`config.mk`:
```
export PLATFORM = sky130hd
export DESIGN_NAME = segmented_audio_level_meter_top
export DESIGN_NICKNAME = d
export VERILOG_FILES = /design/src/sv/salm_pkg.sv /design/src/sv/salm_div.sv /design/src/sv/salm_dp.sv /design/src/sv/salm_ctrl.sv /design/src/sv/segmented_audio_level_meter_top.sv
export SDC_FILE = /design/constraint.sdc
export NUM_CORES = 1
export LEC_CHECK = 0
export CAP_MARGIN = 20
export CORE_UTILIZATION = 35
export DETAILED_ROUTE_END_ITERATION = 16
export DONT_BUFFER_PORTS = 1
export SLEW_MARGIN = 10
export SYNTH_ARGS = -nofsm -noshare
export SYNTH_HDL_FRONTEND = slang
export SYNTH_SLANG_ARGS = --single-unit
```
`constraint.sdc`:
```
create_clock -name clock -period 5.8 [get_ports clock]
set_input_delay 1.16 -clock clock [delete_from_list [all_inputs] [get_ports clock]]
set_output_delay 1.16 -clock clock [all_outputs]
set_load 0.03 [all_outputs]
```
`src/sv/salm_pkg.sv`:
```
package salm_pkg;

   localparam int SAMPLE_W = 16;
   localparam int BUF_W = 13;
   localparam int INDEX_W = 4;
   localparam int LEVEL_W = 16;
   localparam int MAG_W = 17;
   localparam int FULL_SCALE = 32768;

   typedef enum logic [2:0] {
      ST_IDLE,
      ST_SEARCH,
      ST_EVAL,
      ST_DIVM_GO,
      ST_DIVM_WAIT,
      ST_EMIT
   } state_type;

   typedef struct packed {
      logic load;
      logic search_step;
      logic eval;
      logic div_start;
      logic div_mean;
      logic emit;
   } cmd_type;

   typedef struct packed {
      logic search_done;
      logic close;
      logic div_busy;
      logic out_free;
   } status_type;

endpackage

```
`src/sv/salm_div.sv`:
```
module salm_div #(
   parameter int WIDTH = 28
) (
   input  logic             clock,
   input  logic             reset,
   input  logic             start,
   input  logic [WIDTH-1:0] dividend,
   input  logic [WIDTH-1:0] divisor,
   output logic             busy,
   output logic [WIDTH-1:0] quotient
);

   localparam int CNT_W = $clog2(WIDTH + 1);

   logic             busy_ff;
   logic [CNT_W-1:0] cnt_ff;
   logic [WIDTH-1:0] rem_ff;
   logic [WIDTH-1:0] quo_ff;
   logic [WIDTH-1:0] dsr_ff;
   logic [WIDTH:0]   trial;
   logic             q_bit;
   logic [WIDTH-1:0] rem_in;

   always_comb begin
      trial = {rem_ff, quo_ff[WIDTH-1]};
      q_bit = trial >= {1'b0, dsr_ff};
      if (q_bit) begin
         rem_in = WIDTH'(trial - {1'b0, dsr_ff});
      end else begin
         rem_in = trial[WIDTH-1:0];
      end
   end

   always_ff @(posedge clock) begin
      if (reset) begin
         busy_ff <= 1'b0;
         cnt_ff <= '0;
      end else if (start) begin
         busy_ff <= 1'b1;
         cnt_ff <= CNT_W'(WIDTH);
      end else if (busy_ff) begin
         busy_ff <= cnt_ff != CNT_W'(1);
         cnt_ff <= cnt_ff - CNT_W'(1);
      end
   end

   always_ff @(posedge clock) begin
      if (start) begin
         rem_ff <= '0;
         quo_ff <= dividend;
         dsr_ff <= divisor;
      end else if (busy_ff) begin
         rem_ff <= rem_in;
         quo_ff <= {quo_ff[WIDTH-2:0], q_bit};
      end
   end

   assign busy = busy_ff;
   assign quotient = quo_ff;

endmodule

```
`src/sv/salm_dp.sv`:
```
module salm_dp #(
   parameter int SEGMENTS = 16,
   parameter int MAX_BUFFER = 4096
) (
   input  logic                                clock,
   input  logic                                reset,
   input  salm_pkg::cmd_type                   cmd,
   output salm_pkg::status_type                status,
   input  logic signed [salm_pkg::SAMPLE_W-1:0] req_sample,
   input  logic [salm_pkg::BUF_W-1:0]          req_buffer_samples,
   input  logic                                rsp_ready,
   output logic                                rsp_valid,
   output logic [salm_pkg::INDEX_W-1:0]        rsp_segment_index,
   output logic [salm_pkg::LEVEL_W-1:0]        rsp_level
);

   localparam int LEN_W = $clog2(MAX_BUFFER + 1);
   localparam int POS_W = $clog2(MAX_BUFFER);
   localparam int SEG_W = $clog2(SEGMENTS);
   localparam int K_W = $clog2(SEGMENTS + 1);
   localparam int PROD_W = LEN_W + K_W;
   localparam int SUM_W = LEN_W + 15;
   localparam int CMP_W = (LEN_W > salm_pkg::BUF_W) ? LEN_W : salm_pkg::BUF_W;
   localparam int LVL_W = salm_pkg::LEVEL_W;
   localparam int DEC_W = LVL_W + 2;
   localparam int RCP_SH = PROD_W + SEG_W;
   localparam int QP_W = 2 * PROD_W + 1;
   localparam longint unsigned RCP_M =
      ((64'd1 << RCP_SH) + 64'(SEGMENTS) - 64'd1) / 64'(SEGMENTS);

   logic [CMP_W-1:0]             raw_len;
   logic [CMP_W-1:0]             max_len;
   logic [LEN_W-1:0]             len_eff;
   logic [salm_pkg::MAG_W-1:0]   mag;
   logic                         restart;
   logic [POS_W-1:0]             pos_sel;

   logic [POS_W-1:0]             pos_ff;
   logic [SUM_W-1:0]             sum_ff;
   logic [POS_W-1:0]             ipos_ff;
   logic [LEN_W-1:0]             len_ff;
   logic [salm_pkg::MAG_W-1:0]   mag_ff;
   logic [PROD_W-1:0]            ps_ff;
   logic [K_W-1:0]               k_ff;
   logic [PROD_W-1:0]            prod_ff;
   logic [SEG_W-1:0]             seg_ff;
   logic [PROD_W-1:0]            prodseg_ff;
   logic [LEN_W-1:0]             seg_base_ff;

   logic [PROD_W-1:0]            ps_plus1;
   logic [PROD_W-1:0]            ps_plus2;
   logic                         hit;
   logic                         seg_start;
   logic [LEN_W-1:0]             next_pos;
   logic [LEN_W-1:0]             seg_count;
   logic [QP_W-1:0]              base_prod;

   logic [SUM_W-1:0]             div_dividend;
   logic [SUM_W-1:0]             div_divisor;
   logic                         div_busy;
   logic [SUM_W-1:0]             div_quotient;

   logic [LVL_W-1:0]             store_mem [SEGMENTS];
   logic [SEGMENTS-1:0]          store_valid_ff;
   logic [LVL_W-1:0]             old_ff;
   logic                         old_valid_ff;
   logic                         mem_read;
   logic [LVL_W-1:0]             old_level;
   logic [LVL_W-1:0]             mean_level;
   logic [LVL_W-1:0]             decay_level;
   logic [LVL_W-1:0]             new_level;

   logic                         rsp_valid_ff;
   logic [salm_pkg::INDEX_W-1:0] seg_out_ff;
   logic [LVL_W-1:0]             level_out_ff;

   // A zero length counts as one sample; longer buffers saturate.
   always_comb begin
      raw_len = CMP_W'(req_buffer_samples);
      max_len = CMP_W'(MAX_BUFFER);
      if (raw_len == '0) begin
         len_eff = LEN_W'(1);
      end else if (raw_len > max_len) begin
         len_eff = LEN_W'(max_len);
      end else begin
         len_eff = LEN_W'(raw_len);
      end
      if (req_sample[salm_pkg::SAMPLE_W-1]) begin
         mag = salm_pkg::MAG_W'(2 * salm_pkg::FULL_SCALE)
               - salm_pkg::MAG_W'($unsigned(req_sample));
      end else begin
         mag = salm_pkg::MAG_W'($unsigned(req_sample));
      end
      restart = LEN_W'(pos_ff) >= len_eff;
      pos_sel = restart ? '0 : pos_ff;
   end

   // Segment k starts at floor(k*len/SEGMENTS), so the comparisons are done on
   // products scaled by SEGMENTS and no division is needed during the search.
   // The start of the found segment comes from a reciprocal multiplication that
   // is exact for every product the search can reach.
   always_comb begin
      ps_plus1 = ps_ff + PROD_W'(SEGMENTS);
      ps_plus2 = ps_ff + PROD_W'(2 * SEGMENTS);
      hit = (k_ff < K_W'(SEGMENTS)) && (prod_ff < ps_plus1);
      seg_start = prodseg_ff >= ps_ff;
      next_pos = LEN_W'(ipos_ff) + LEN_W'(1);
      base_prod = QP_W'(prodseg_ff) * QP_W'(RCP_M);
      seg_count = next_pos - seg_base_ff;
      status.search_done = !hit;
      status.close = (prodseg_ff + PROD_W'(len_ff)) < ps_plus2;
      status.div_busy = div_busy;
      status.out_free = !rsp_valid_ff || rsp_ready;
   end

   always_ff @(posedge clock) begin
      if (reset) begin
         pos_ff <= '0;
         sum_ff <= '0;
      end else if (cmd.load) begin
         if (restart) begin
            sum_ff <= '0;
         end
      end else if (cmd.eval) begin
         if (seg_start) begin
            sum_ff <= SUM_W'(mag_ff);
         end else begin
            sum_ff <= sum_ff + SUM_W'(mag_ff);
         end
         if (next_pos == len_ff) begin
            pos_ff <= '0;
         end else begin
            pos_ff <= POS_W'(next_pos);
         end
      end
   end

   always_ff @(posedge clock) begin
      if (cmd.load) begin
         ipos_ff <= pos_sel;
         len_ff <= len_eff;
         mag_ff <= mag;
         ps_ff <= PROD_W'(pos_sel) * PROD_W'(SEGMENTS);
         k_ff <= K_W'(1);
         prod_ff <= PROD_W'(len_eff);
         seg_ff <= '0;
         prodseg_ff <= '0;
      end else if (cmd.search_step && hit) begin
         seg_ff <= SEG_W'(k_ff);
         prodseg_ff <= prod_ff;
         k_ff <= k_ff + K_W'(1);
         prod_ff <= prod_ff + PROD_W'(len_ff);
      end else if (cmd.eval) begin
         seg_base_ff <= LEN_W'(base_prod >> RCP_SH);
      end
   end

   assign div_dividend = sum_ff;
   assign div_divisor = SUM_W'(seg_count);

   salm_div #(
      .WIDTH(SUM_W)
   ) u_div (
      .clock(clock),
      .reset(reset),
      .start(cmd.div_start),
      .dividend(div_dividend),
      .divisor(div_divisor),
      .busy(div_busy),
      .quotient(div_quotient)
   );

   assign mem_read = cmd.div_start && cmd.div_mean;

   always_ff @(posedge clock) begin
      if (cmd.emit) begin
         store_mem[seg_ff] <= new_level;
      end
      if (mem_read) begin
         old_ff <= store_mem[seg_ff];
         old_valid_ff <= store_valid_ff[seg_ff];
      end
   end

   always_ff @(posedge clock) begin
      if (reset) begin
         store_valid_ff <= '0;
      end else if (cmd.emit) begin
         store_valid_ff[seg_ff] <= 1'b1;
      end
   end

   always_comb begin
      old_level = old_valid_ff ? old_ff : '0;
      if (div_quotient > SUM_W'(salm_pkg::FULL_SCALE)) begin
         mean_level = LVL_W'(salm_pkg::FULL_SCALE);
      end else begin
         mean_level = LVL_W'(div_quotient);
      end
      decay_level = LVL_W'((DEC_W'(old_level) * DEC_W'(3)) >> 2);
      new_level = (decay_level > mean_level) ? decay_level : mean_level;
   end

   always_ff @(posedge clock) begin
      if (reset) begin
         rsp_valid_ff <= 1'b0;
      end else if (cmd.emit) begin
         rsp_valid_ff <= 1'b1;
      end else if (rsp_ready) begin
         rsp_valid_ff <= 1'b0;
      end
   end

   always_ff @(posedge clock) begin
      if (cmd.emit) begin
         seg_out_ff <= salm_pkg::INDEX_W'(seg_ff);
         level_out_ff <= new_level;
      end
   end

   assign rsp_valid = rsp_valid_ff;
   assign rsp_segment_index = seg_out_ff;
   assign rsp_level = level_out_ff;

endmodule

```
`src/sv/salm_ctrl.sv`:
```
module salm_ctrl (
   input  logic                 clock,
   input  logic                 reset,
   input  logic                 req_valid,
   output logic                 req_ready,
   input  salm_pkg::status_type status,
   output salm_pkg::cmd_type    cmd
);

   salm_pkg::state_type state_ff;
   salm_pkg::state_type state_in;

   always_ff @(posedge clock) begin
      if (reset) begin
         state_ff <= salm_pkg::ST_IDLE;
      end else begin
         state_ff <= state_in;
      end
   end

   always_comb begin
      state_in = state_ff;
      cmd = '0;
      req_ready = 1'b0;
      unique case (state_ff)
         salm_pkg::ST_IDLE: begin
            req_ready = 1'b1;
            if (req_valid) begin
               cmd.load = 1'b1;
               state_in = salm_pkg::ST_SEARCH;
            end
         end
         salm_pkg::ST_SEARCH: begin
            cmd.search_step = 1'b1;
            if (status.search_done) begin
               state_in = salm_pkg::ST_EVAL;
            end
         end
         salm_pkg::ST_EVAL: begin
            cmd.eval = 1'b1;
            state_in = status.close ? salm_pkg::ST_DIVM_GO : salm_pkg::ST_IDLE;
         end
         salm_pkg::ST_DIVM_GO: begin
            cmd.div_start = 1'b1;
            cmd.div_mean = 1'b1;
            state_in = salm_pkg::ST_DIVM_WAIT;
         end
         salm_pkg::ST_DIVM_WAIT: begin
            cmd.div_mean = 1'b1;
            if (!status.div_busy) begin
               state_in = salm_pkg::ST_EMIT;
            end
         end
         salm_pkg::ST_EMIT: begin
            if (status.out_free) begin
               cmd.emit = 1'b1;
               state_in = salm_pkg::ST_IDLE;
            end
         end
         default: begin
            state_in = salm_pkg::ST_IDLE;
         end
      endcase
   end

endmodule

```
`src/sv/segmented_audio_level_meter_top.sv`:
```
// A sample that does not close its segment frees the input after the linear segment search
// and the evaluation step. A closing sample adds one pass of the bit-serial mean divider
// and then emits its result. A stalled result holds the block only at the next emit.
// Synchronous active-high reset clears position, sum, control and the level store.
module segmented_audio_level_meter_top #(
   parameter int SEGMENTS = 16,
   parameter int MAX_BUFFER = 4096
) (
   input  logic                                 clock,
   input  logic                                 reset,
   input  logic                                 req_valid,
   output logic                                 req_ready,
   input  logic signed [salm_pkg::SAMPLE_W-1:0] req_sample,
   input  logic [salm_pkg::BUF_W-1:0]           req_buffer_samples,
   output logic                                 rsp_valid,
   input  logic                                 rsp_ready,
   output logic [salm_pkg::INDEX_W-1:0]         rsp_segment_index,
   output logic [salm_pkg::LEVEL_W-1:0]         rsp_level
);

   salm_pkg::cmd_type    cmd;
   salm_pkg::status_type status;

   salm_ctrl u_ctrl (
      .clock(clock),
      .reset(reset),
      .req_valid(req_valid),
      .req_ready(req_ready),
      .status(status),
      .cmd(cmd)
   );

   salm_dp #(
      .SEGMENTS(SEGMENTS),
      .MAX_BUFFER(MAX_BUFFER)
   ) u_dp (
      .clock(clock),
      .reset(reset),
      .cmd(cmd),
      .status(status),
      .req_sample(req_sample),
      .req_buffer_samples(req_buffer_samples),
      .rsp_ready(rsp_ready),
      .rsp_valid(rsp_valid),
      .rsp_segment_index(rsp_segment_index),
      .rsp_level(rsp_level)
   );

endmodule

```
==> out/qor.yml, run 1 <==
status: "finished, final reports clean"
via_count: 16980
synth_top_area_share_pct: 45.46
finalClockSkew_ps: 44.27
viasPerCell: 5.331
post-dp-hpwl_um: 43250
setup_viol: 0
wl_met1_um: 28570
wl_met3_um: 2757
n_fill_cell: 6868
drive_gt1_share_pct: 13.23
hold_viol: 0
cp_num_buf_inv: 2
vdd_drop_max_mv: 0.2391
worstPathRequired_ps: 6070
route.antenna.remaining_nets: 0
synth_area_leader_cell: "edfxtp_1"
clk_pin_slew_worst_paths_ps: 70
drv_slew: 0
cts_tree: "done"
grt_usage_pct: 16.44
crit_path_end_kind: "flip-flop"
drc: 0
path_delay_family: "compound AO/OA/AOI/OAI gates"
grt_pass1_vias: 17140
ctsHoldBuffers: 0
synthTopCellsByArea: "edfxtp_1 45%, dfxtp_1 9.5%, mux4_2 7.2%"
cts_buffers: 52
grt_start_max_net_pins: 67
syn_inst: 2149
syn-num-nets: 2338
crit_path_frequent_cell: "ha_1"
leakage_nw: 10.71
cts-resized-gates: 0
core_mm2: 0.07470
synth_area_per_cell_um2: 12.36
num_rows: 100
die_x_um: 277.5
syn_to_final_growth_pct: 11.66
hold_path_class: "reg -> reg"
gp_congestion: 0.8565
synth_flop_cell: "edfxtp_1"
cts_max_path_buffers: 3
wl_met2_um: 30520
ctsRootBufferMaster: "clkbuf_16"
synth_edf_count: 402
fmax_ghz: 0.1944
place_area_mm2: 0.02786
start_kind: "flip-flop"
period_minus_slack_ps: 5143
routed.top_layer: "met4"
async_reset_ff_share_pct: 0
antenna_found_initial: 0
timing.setup.tns_ps: 0
post_drt_wl_per_cell_um: 19.95
ys_types: 91
cts.sinks: 528
die_h_um: 277.5
ys_ff_latch: 528
ys_seq_area_share_pct: 54.96
drt_wl_total_um: 63520
max_slew_margin_pct: 29.87
rsz0062_at_grt: "no"
tightestPinTransition_ps: 1052
critPathSlowestCell: "o311ai_1"
yosys_warnings: 0
critPathMaxFanout: 20
arrival_ps: 5420
fin_area_mm2: 0.02965
crit_chain: "and2_1 > ha_1 > nand2_1 > o311ai_1 > o21a_1 > nor2_1 > xor2_1 > inv_1 > ha_1 > nand3_1 > or3_1 > a211oi_1 > o21ai_2 > buf_4 > o31ai_2"
drv_cap: 0
cts_max_level: 2
insertion_delay_ps: 620
min_period_over_period_pct: 88.67
dp_slack_ps: 686.6
die_area_mm2: 0.07698
grt_pass1_wl_um: 99020
drt_iter0_markers: 1202
cpPeakStageDelay_ps: 820
cts_setup_buffers: 0
first_pass_iters: 5
nets: 2359
layout_setup_ws_ps: 657.0
cellPowerDensity_mw_per_mm2: 383.9
ios: 55
grt-ovfl-total: 0
start_util_pct: 35.55
io_buffer_count: 0
netlist_area_mm2: 0.02656
path_class: "reg -> reg"
cell usage after synthesis, drive strengths merged (27+ instances only):
cell	n
ha	152
o21ai	85
dfxtp	126
a21oi	117
nor3	44
nand2	153
nand3	46
clkbuf	56
xor2	44
mux4	85
xnor2	96
a22oi	27
edfxtp	402
nor2	193
nand2b	32
mux2i	34
a21o	27
inv	116
registers in the layout, summed over array words and instances, names as in the netlist, 16 cells and up:
signal,count
u_dp.old_ff,16
u_dp.mag_ff,17
u_dp.store_mem,256
u_dp.rsp_level,16
u_dp.u_div.rem_ff,28
u_dp.u_div.quotient,28
u_dp.prodseg_ff,18
u_dp.div_dividend,28
u_dp.store_valid_ff,16
u_dp.prod_ff,18
worst paths after layout:
check / to / start / cells past startpoint / slack (ps)
worst max-delay path: u_dp.store_mem[2][4] / u_dp.old_valid_ff / 15 / 660
worst max register to register: u_dp.store_mem[2][4] / u_dp.old_valid_ff / 15 / 660
worst min register to register: u_dp.pos_ff[0] / u_dp.pos_ff[0] / 2 / 460
worst min-delay path: u_dp.pos_ff[0] / u_dp.pos_ff[0] / 2 / 460
layout make-up:
cell class / count / area (um^2) / share of cell area (%)
Sequential cell: 528 / 14600 / 49.25
Multi-Input combinational cell: 1428 / 11280 / 38.05
Clock buffer: 59 / 1348 / 4.545
Tap cell: 969 / 1212 / 4.089
Inverter: 118 / 442.9 / 1.494
Clock inverter: 39 / 442.9 / 1.494
Antenna cell: 1 / 2.502 / 0.008440
Timing Repair Buffer: 42 / 315.3 / 1.063
report_power, final:
group,total [mW],leakage [nW],internal (mW),switching (mW)
Sequential,4.88,4.74,4.45,0.433
Clock,3.52,0.869,2.04,1.48
Combinational,2.98,5.11,1.40,1.58
kinds of logic after synthesis:
kind of cell,Yosys count,share of synthesized area (%)
AOI/OAI and AO/OA,386,9.621
xor gates and xnor gates,141,4.778
adders and majority gates,156,7.463
buffers and inverters,193,2.836
DFF,528,54.96
muxes,134,9.126
other,1,0.01412
and+or+nand+nor,610,11.20
worst min-delay path: cells and delay by family, from the launching register on:
family | cells | cell delay (ps)
flip-flops | 1 | 310
AO/OA/AOI/OAI | 1 | 50
AND/OR/NAND/NOR | 1 | 50
per-stage QoR:
stage	instances	hold slack (ps)	util, %	total power, mW
final	3184	458.1	39.70	11.38
after global routing	3183	478.8	39.69	12.02
after detailed placement	3085	446.6	37.29	7.937
after global placement	3085	438.6	37.29	7.846
after CTS	3183	454.6	39.69	11.49
after floorplan	2149	406.4	-	7.218
layout by cell type (no fill, tap or decap), types with 10 or more instances in the layout:
| cell | count |
|---|---|
| o21ai_0 | 71 |
| o22ai_1 | 10 |
| a21oi_1 | 117 |
| or3_1 | 14 |
| nand2b_1 | 32 |
| ha_1 | 152 |
| nor3_1 | 37 |
| a211oi_1 | 19 |
| inv_1 | 115 |
| nor2_1 | 177 |
| edfxtp_1 | 402 |
| nor2b_1 | 25 |
| nand2_1 | 152 |
| clkinv_2 | 11 |
| xor2_1 | 44 |
| a21o_1 | 27 |
| dfxtp_1 | 122 |
| a22oi_1 | 17 |
| clkbuf_16 | 52 |
| xnor2_1 | 95 |
| mux2i_1 | 34 |
| a22oi_2 | 10 |
| clkinv_1 | 13 |
| nand4_1 | 20 |
| nor4_1 | 18 |
| and2_1 | 25 |
| o21ai_1 | 12 |
| mux4_2 | 85 |
| nor2_2 | 14 |
| buf_4 | 42 |
| nand3_1 | 46 |
| o21a_1 | 20 |
per-layer routing:
metal	GRT usage (%)	up-vias
met3	2.687	86
met4	5.228	0
li1	-	8031
met2	27.67	335
met5	0	-
met1	21.55	8523
No activity file was read; power rests on OpenSTA's default activity.
==> run 2, diff against run 1 <==
--- a/config.mk
+++ b/config.mk
@@ -12,4 +12,5 @@
 export SLEW_MARGIN = 10
 export SYNTH_ARGS = -nofsm -noshare
 export SYNTH_HDL_FRONTEND = slang
+export SYNTH_HIERARCHICAL = 1
 export SYNTH_SLANG_ARGS = --single-unit
==> run 2 against run 1 <==
  * Clock power grew 13%
  * Total power rose by 15%
  * Cell count grew 7.5%
  * Register-to-register slack better by 90 ps
  * Design area grew 6.0%
  * Setup slack improved by 86 ps
  * Die area increased by 5.5%
  * Critical endpoint is now u_dp/store_mem[10][12]
  * Highest routed layer is now met5
==> out/qor.yml, run 2 <==
num_rows: 103  # +3.0%
netlist_area_mm2: 0.02802  # +5.5%
synth_area_leader_cell: "edfxtp_1"
nets: 2520  # +6.8%
synth_commonest_cells: "417 x edfxtp_1, 188 x nor2_1, 163 x ha_1, 148 x nand2_1, 126 x dfxtp_1"
ys_types: 92  # +1.1%
start_kind: "flip-flop"
tightestPinTransition_ps: 1044  # -7.706 ps
cts_tree: "done"
hold_slack_ps: 465.1  # +6.962 ps
final_cell_mix: "417 x edfxtp_1, 176 x nor2_1, 163 x ha_1"
gp_congestion: 0.8693  # +1.5%
layout_commonest_cell: "edfxtp_1"
finalClockSkew_ps: 66.88  # +22.61 ps
timing.setup.tns_ps: 0  # unchanged
layout.cells.non_filler: 3423  # +7.5%
syn_inst: 2305  # +7.3%
hold_path_class: "reg -> reg"
worstPathRequired_ps: 6100  # +30 ps
vdd_drop_max_mv: 0.2687  # +12%
yosys_warnings: 6  # +6
drive_gt1_share_pct: 13.32  # +0.083 points
cts_setup_buffers: 0  # unchanged
path_class: "reg -> reg"
largest_register_ff_count: 256  # unchanged
critPathSlowestCell: "o21ai_1"
route.antenna.remaining_nets: 0  # unchanged
fin_area_mm2: 0.03142  # +6.0%
cts_max_level: 2  # unchanged
ctsHoldBuffers: 0  # unchanged
drv_slew: 0  # unchanged
cts_max_path_buffers: 3  # unchanged
path_delay_family: "compound AO/OA/AOI/OAI gates"
drt_wl_total_um: 67370  # +6.1%
period_minus_slack_ps: 5057  # -85.61 ps
cellPowerDensity_mw_per_mm2: 415.8  # +8.3%
synth_edf_count: 417  # +3.7%
syn_to_final_growth_pct: 12.15
cpPeakStageDelay_ps: 580  # -240 ps
synth_top_area_share_pct: 44.69  # -0.77 points
min_period_over_period_pct: 87.20  # -1.5 points
fmax_ghz: 0.1977  # +1.7%
place_area_mm2: 0.02927  # +5.1%
crit_chain: "xor2_1 > and2_1 > ha_1 > o21a_1 > o311ai_1 > a211o_1 > a31oi_1 > a31oi_1 > xnor2_1 > ha_1 > a21o_1 > a21o_1 > a21oi_1 > o21ai_0 > a21oi_1 > a31o_2 > nand3_1 > o21ai_1"
final_util_pct: 39.71  # about the same
grt_pass1_wl_um: 104000  # +5.0%
status: "finished, final reports clean"
max_slew_margin_pct: 29.91  # +0.047 points
layout_setup_ws_ps: 742.6  # +85.61 ps
io_buffer_count: 0  # unchanged
cp_num_buf_inv: 0  # -2
antenna_cells: 0  # -1
cts.sinks: 543  # +2.8%
clk_pin_slew_worst_paths_ps: 60  # about the same
rsz0062_at_grt: "no"
ys_ff_latch: 543  # +2.8%
grt_usage_pct: 16.35  # -0.096 points
synth_flop_cell: "edfxtp_1"
dp_cells: 3304  # +7.1%
die_area_mm2: 0.08119  # +5.5%
grt_start_max_net_pins: 66  # -1.5%
leakage_nw: 11.42  # +6.6%
start_util_pct: 35.41  # -0.14 points
synthTopCellsByArea: "edfxtp_1 45%, dfxtp_1 9.0%, ha_1 7.3%"
setup_viol: 0  # unchanged
viasPerCell: 5.356  # +0.47%
drc: 0  # unchanged
p_total_mw: 13.07  # +15%
drt_iter0_markers: 1393  # +16%
ys_seq_area_share_pct: 53.69  # -1.3 points
arrival_ps: 5360  # -60 ps
synth_area_per_cell_um2: 12.16  # -1.6%
n_fill_cell: 7425  # +8.1%
dp_slack_ps: 750.4  # +63.76 ps
grt_pass1_vias: 18240  # +6.4%
crit_path_end_kind: "flip-flop"
grt-ovfl-total: 0  # unchanged
core_mm2: 0.07913  # +5.9%
cts-resized-gates: 0  # unchanged
regMostFlops: "u_dp/store_mem"
antenna_found_initial: 1  # +1
cts_buffers: 61  # +17%
insertion_delay_ps: 670  # +50 ps
critPathMaxFanout: 27  # +35%
synth.most_common_cell: "edfxtp_1"
async_reset_ff_share_pct: 0  # unchanged
via_count: 18340  # +8.0%
die_x_um: 284.9  # +2.7%
post-dp-hpwl_um: 46420  # +7.3%
post_drt_wl_per_cell_um: 19.68  # -1.4%
drv_cap: 0  # unchanged
die_h_um: 284.9  # +2.7%
first_pass_iters: 6  # +1
hold_viol: 0  # unchanged
ctsRootBufferMaster: "clkbuf_16"
ios: 55  # unchanged
## run 2: layout make-up
class | instances | area, um^2 | area share (%)
Multi-Input combinational cell | 1553 | 12180 | 38.77
Clock buffer | 79 | 1644 | 5.232
Timing Repair Buffer | 37 | 289.0 | 0.9198
Clock inverter | 37 | 473.0 | 1.505
Sequential cell | 543 | 15050 | 47.91
Inverter | 124 | 465.4 | 1.481
Tap cell | 1050 | 1314 | 4.181
## run 2: logic make-up (layout without fill, tap and decap cells)
logic type               count (synthesis)  after routing  synth area share, %
other                                    1             16              0.01338
buffers and inverters                  224            277                3.264
AND/OR/NAND/NOR                        623            623                10.75
adder cells (fa/ha/maj)                167            167                7.565
flip-flops                             543            543                53.69
XOR/XNOR                               131            131                4.175
multiplexers                           150            150                9.311
AO/OA/AOI/OAI                          466            466                11.23
## run 2: tightest hold or removal path, cell delays in order, from the launching register on
cell and delay (ps):
dfxtp_1 320, nor2_1 50, nor2_1 60
## run 2: per-layer routing
layer | wire length, um | GRT usage, % | vias up
li1 | - | - | 8702
met1 | 29910 | 21.69 | 9073
met2 | 31570 | 26.67 | 449
met3 | 4125 | 3.448 | 109
met4 | 1755 | 5.174 | 2
met5 | 13 | 0 | -
## run 2: where the power goes
part           leakage, nW  switching, mW  total [mW]  internal (mW)
clock network         1.02           1.64        3.98           2.34
logic                 5.53           2.23        4.02           1.79
registers             4.87          0.437        5.07           4.63
## run 2: final timing paths
check                                from  slack, ps  cells after the start                      end
setup / recovery           u_dp/old_ff[2]        740                     18   u_dp/store_mem[10][12]
hold reg to reg   u_dp/store_valid_ff[10]        470                      2  u_dp/store_valid_ff[10]
setup reg to reg           u_dp/old_ff[2]        740                     18   u_dp/store_mem[10][12]
hold / removal    u_dp/store_valid_ff[10]        470                      2  u_dp/store_valid_ff[10]
==> run 3, diff against run 2 <==
--- a/config.mk
+++ b/config.mk
@@ -7,6 +7,7 @@
 export LEC_CHECK = 0
 export CAP_MARGIN = 20
 export CORE_UTILIZATION = 35
+export CTS_BUF_LIST = sky130_fd_sc_hd__clkbuf_2
 export DETAILED_ROUTE_END_ITERATION = 16
 export DONT_BUFFER_PORTS = 1
 export SLEW_MARGIN = 10
==> run 3 against run 2 <==
  * Critical endpoint is now u_dp/store_mem[0][2]
  * Count of clock-buffer cells in the layout increased by 122
  * Worst hold slack got worse by 290 ps
  * Design area decreased by 1.7%
==> out/qor.yml, run 3 (synthesis gave the netlist of run 2 again) <==
ios: 55  # unchanged
drt_iter0_markers: 1462  # +5.0%
r2r_slack_ps: 710  # -30 ps
leakage_nw: 11.49  # +0.61%
holdPathEnd: "u_dp/div_dividend[25]"
max_slew_margin_pct: 29.83  # -0.086 points
nets: 2630  # +4.4%
grt_pass1_wl_um: 107300  # +3.1%
final_cell_mix: "417 x edfxtp_1, 201 x clkbuf_2, 176 x nor2_1"
num_rows: 103  # unchanged
largest_register_ff_count: 256  # unchanged
insertion_delay_ps: 1340  # +670 ps
n_fill_cell: 7610  # +2.5%
die_x_um: 284.9  # unchanged
ctsRootBufferMaster: "clkbuf_2"
start_util_pct: 35.41  # unchanged
cts.sinks: 543  # unchanged
seqCellArea_mm2: 0.01505  # unchanged
viasPerCell: 5.309  # -0.88%
setup_viol: 0  # unchanged
path_class: "reg -> reg"
holdCritStartpoint: "reset"
routed.top_layer: "met5"
timing.setup.tns_ps: 0  # unchanged
post-dp-hpwl_um: 46420  # unchanged
drv_cap: 0  # unchanged
route.antenna.remaining_nets: 0  # unchanged
r2r_start: "u_dp/old_ff[2]"
cellPowerDensity_mw_per_mm2: 380.8  # -8.4%
start_kind: "flip-flop"
syn_to_final_growth_pct: 10.26
cts_tree: "done"
grt-ovfl-total: 0  # unchanged
multi_input_area_mm2: 0.01218  # unchanged
post_drt_wl_per_cell_um: 19.47  # -1.1%
drive_gt1_share_pct: 17.29  # +4.0 points
worstRegToRegCells: 18  # unchanged
die_h_um: 284.9  # unchanged
grt_start_max_net_pins: 66  # unchanged
regMostFlops: "u_dp/store_mem"
rsz0062_at_grt: "no"
worstPathRequired_ps: 6710  # +610 ps
clk_pin_slew_worst_paths_ps: 100  # +40 ps
drv_slew: 0  # unchanged
first_pass_iters: 6  # unchanged
min_path_cells: 3  # +1
cts-resized-gates: 0  # unchanged
status: "finished, final reports clean"
antenna_found_initial: 3  # +2
vdd_drop_max_mv: 0.1808  # -33%
tightestPinTransition_ps: 1046  # +1.274 ps
cts_max_level: 4  # +2
hold_path_class: "in -> reg"
drt_wl_total_um: 69810  # +3.6%
period_minus_slack_ps: 5088  # +31.01 ps
via_count: 19030  # +3.8%
cts_max_path_buffers: 3  # unchanged
arrival_ps: 5990  # +630 ps
hold_viol: 0  # unchanged
gp_congestion: 0.8693  # unchanged
final_util_pct: 39.04  # -0.67 points
io_buffer_count: 0  # unchanged
grt_pass1_vias: 19130  # +4.9%
layout_commonest_cell: "edfxtp_1"
core_mm2: 0.07913  # unchanged
grt_usage_pct: 17.09  # +0.74 points
crit_path_end_kind: "flip-flop"
die_area_mm2: 0.08119  # unchanged
wl_met1_um: 31130  # +4.1%
critPathMaxFanout: 27  # unchanged
wl_met2_um: 32600  # +3.3%
fmax_ghz: 0.1965  # -0.61%
finalClockSkew_ps: 128.0  # +61.09 ps
r2r_end: "u_dp/store_mem[0][2]"
drc: 0  # unchanged
min_period_over_period_pct: 87.73  # +0.53 points
cts_buffers: 142  # +130%
wl_met3_um: 4270  # +3.5%
==> run 3: cell types whose count changed in the layout (fill, tap and decap cells not counted), sizes merged <==
cell / previous run / this run
buf: 37 / 38
clkinv: 25 / 33
bufinv: 7 / 0
inv: 126 / 136
dlygate4sd3: 0 / 28
diode: 0 / 2
clkinvlp: 3 / 1
clkbuf: 79 / 201
==> run 3: worst max path at each step <==
stage	from	to	slack (ps)	cells past startpoint
after CTS	u_dp/old_ff[2]	u_dp/store_mem[0][12]	720	18
after floorplan	rsp_ready	u_dp/store_mem[0][0]	440	6
after global placement	u_dp/old_ff[2]	u_dp/store_mem[6][5]	780	18
final	u_dp/old_ff[2]	u_dp/store_mem[0][2]	710	18
after detailed placement	u_dp/old_ff[2]	u_dp/rsp_level[5]	750	18
after global routing	u_dp/old_ff[2]	u_dp/store_mem[0][2]	300	18
==> run 3: timing repair <==
action	CTS	global route
endpoints found under the setup margin	0	0
hold buffers	29	0
endpoints found under the hold margin	62	0
buffers inserted	0	0
==> run 3: critical path, cell delays in order (launching register included) <==
cell,delay (ps)
edfxtp_1,530
xor2_1,200
and2_1,170
ha_1,270
o21a_1,250
o311ai_1,320
a211o_1,210
a31oi_1,120
a31oi_1,270
xnor2_1,200
ha_1,290
a21o_1,180
a21o_1,170
a21oi_1,130
o21ai_0,90
a21oi_1,120
a31o_2,510
nand3_1,140
o21ai_1,570
==> run 3: through the flow <==
step | setup WS, ps | hold slack [ps] | power (mW) | cell area, um^2 | instances
final | 711.6 | 175.1 | 11.76 | 30890 | 3585
after global routing | 304.4 | 44.21 | 12.59 | 30890 | 3585
after global placement | 778.7 | 440.0 | 9.045 | 29270 | 3304
after CTS | 723.2 | 0.9903 | 11.87 | 30840 | 3580
after floorplan | 443.2 | 406.4 | 8.186 | 28080 | 2320
after detailed placement | 750.4 | 456.6 | 9.137 | 29270 | 3304
==> run 3: report_power, final <==
part           internal (mW)  switching [mW]
combinational           1.81            2.25
sequential              4.62           0.442
clock                  0.978            1.66
==> run 3: area by class of cell <==
| type | count | share of cell area, % |
|---|---|---|
| Timing Repair Buffer | 66 | 1.948 |
| Inverter | 124 | 1.507 |
| Antenna cell | 2 | 0.01620 |
| Clock buffer | 201 | 3.256 |
| Clock inverter | 46 | 0.8546 |
| Sequential cell | 543 | 48.73 |
| Multi-Input combinational cell | 1553 | 39.44 |
| Tap cell | 1050 | 4.253 |
==> run 3: routing by layer <==
metal	vias up	GRT usage, %
met2	553	27.08
met1	9359	22.25
met4	2	7.059
met3	122	4.344
li1	8998	-
met5	-	0
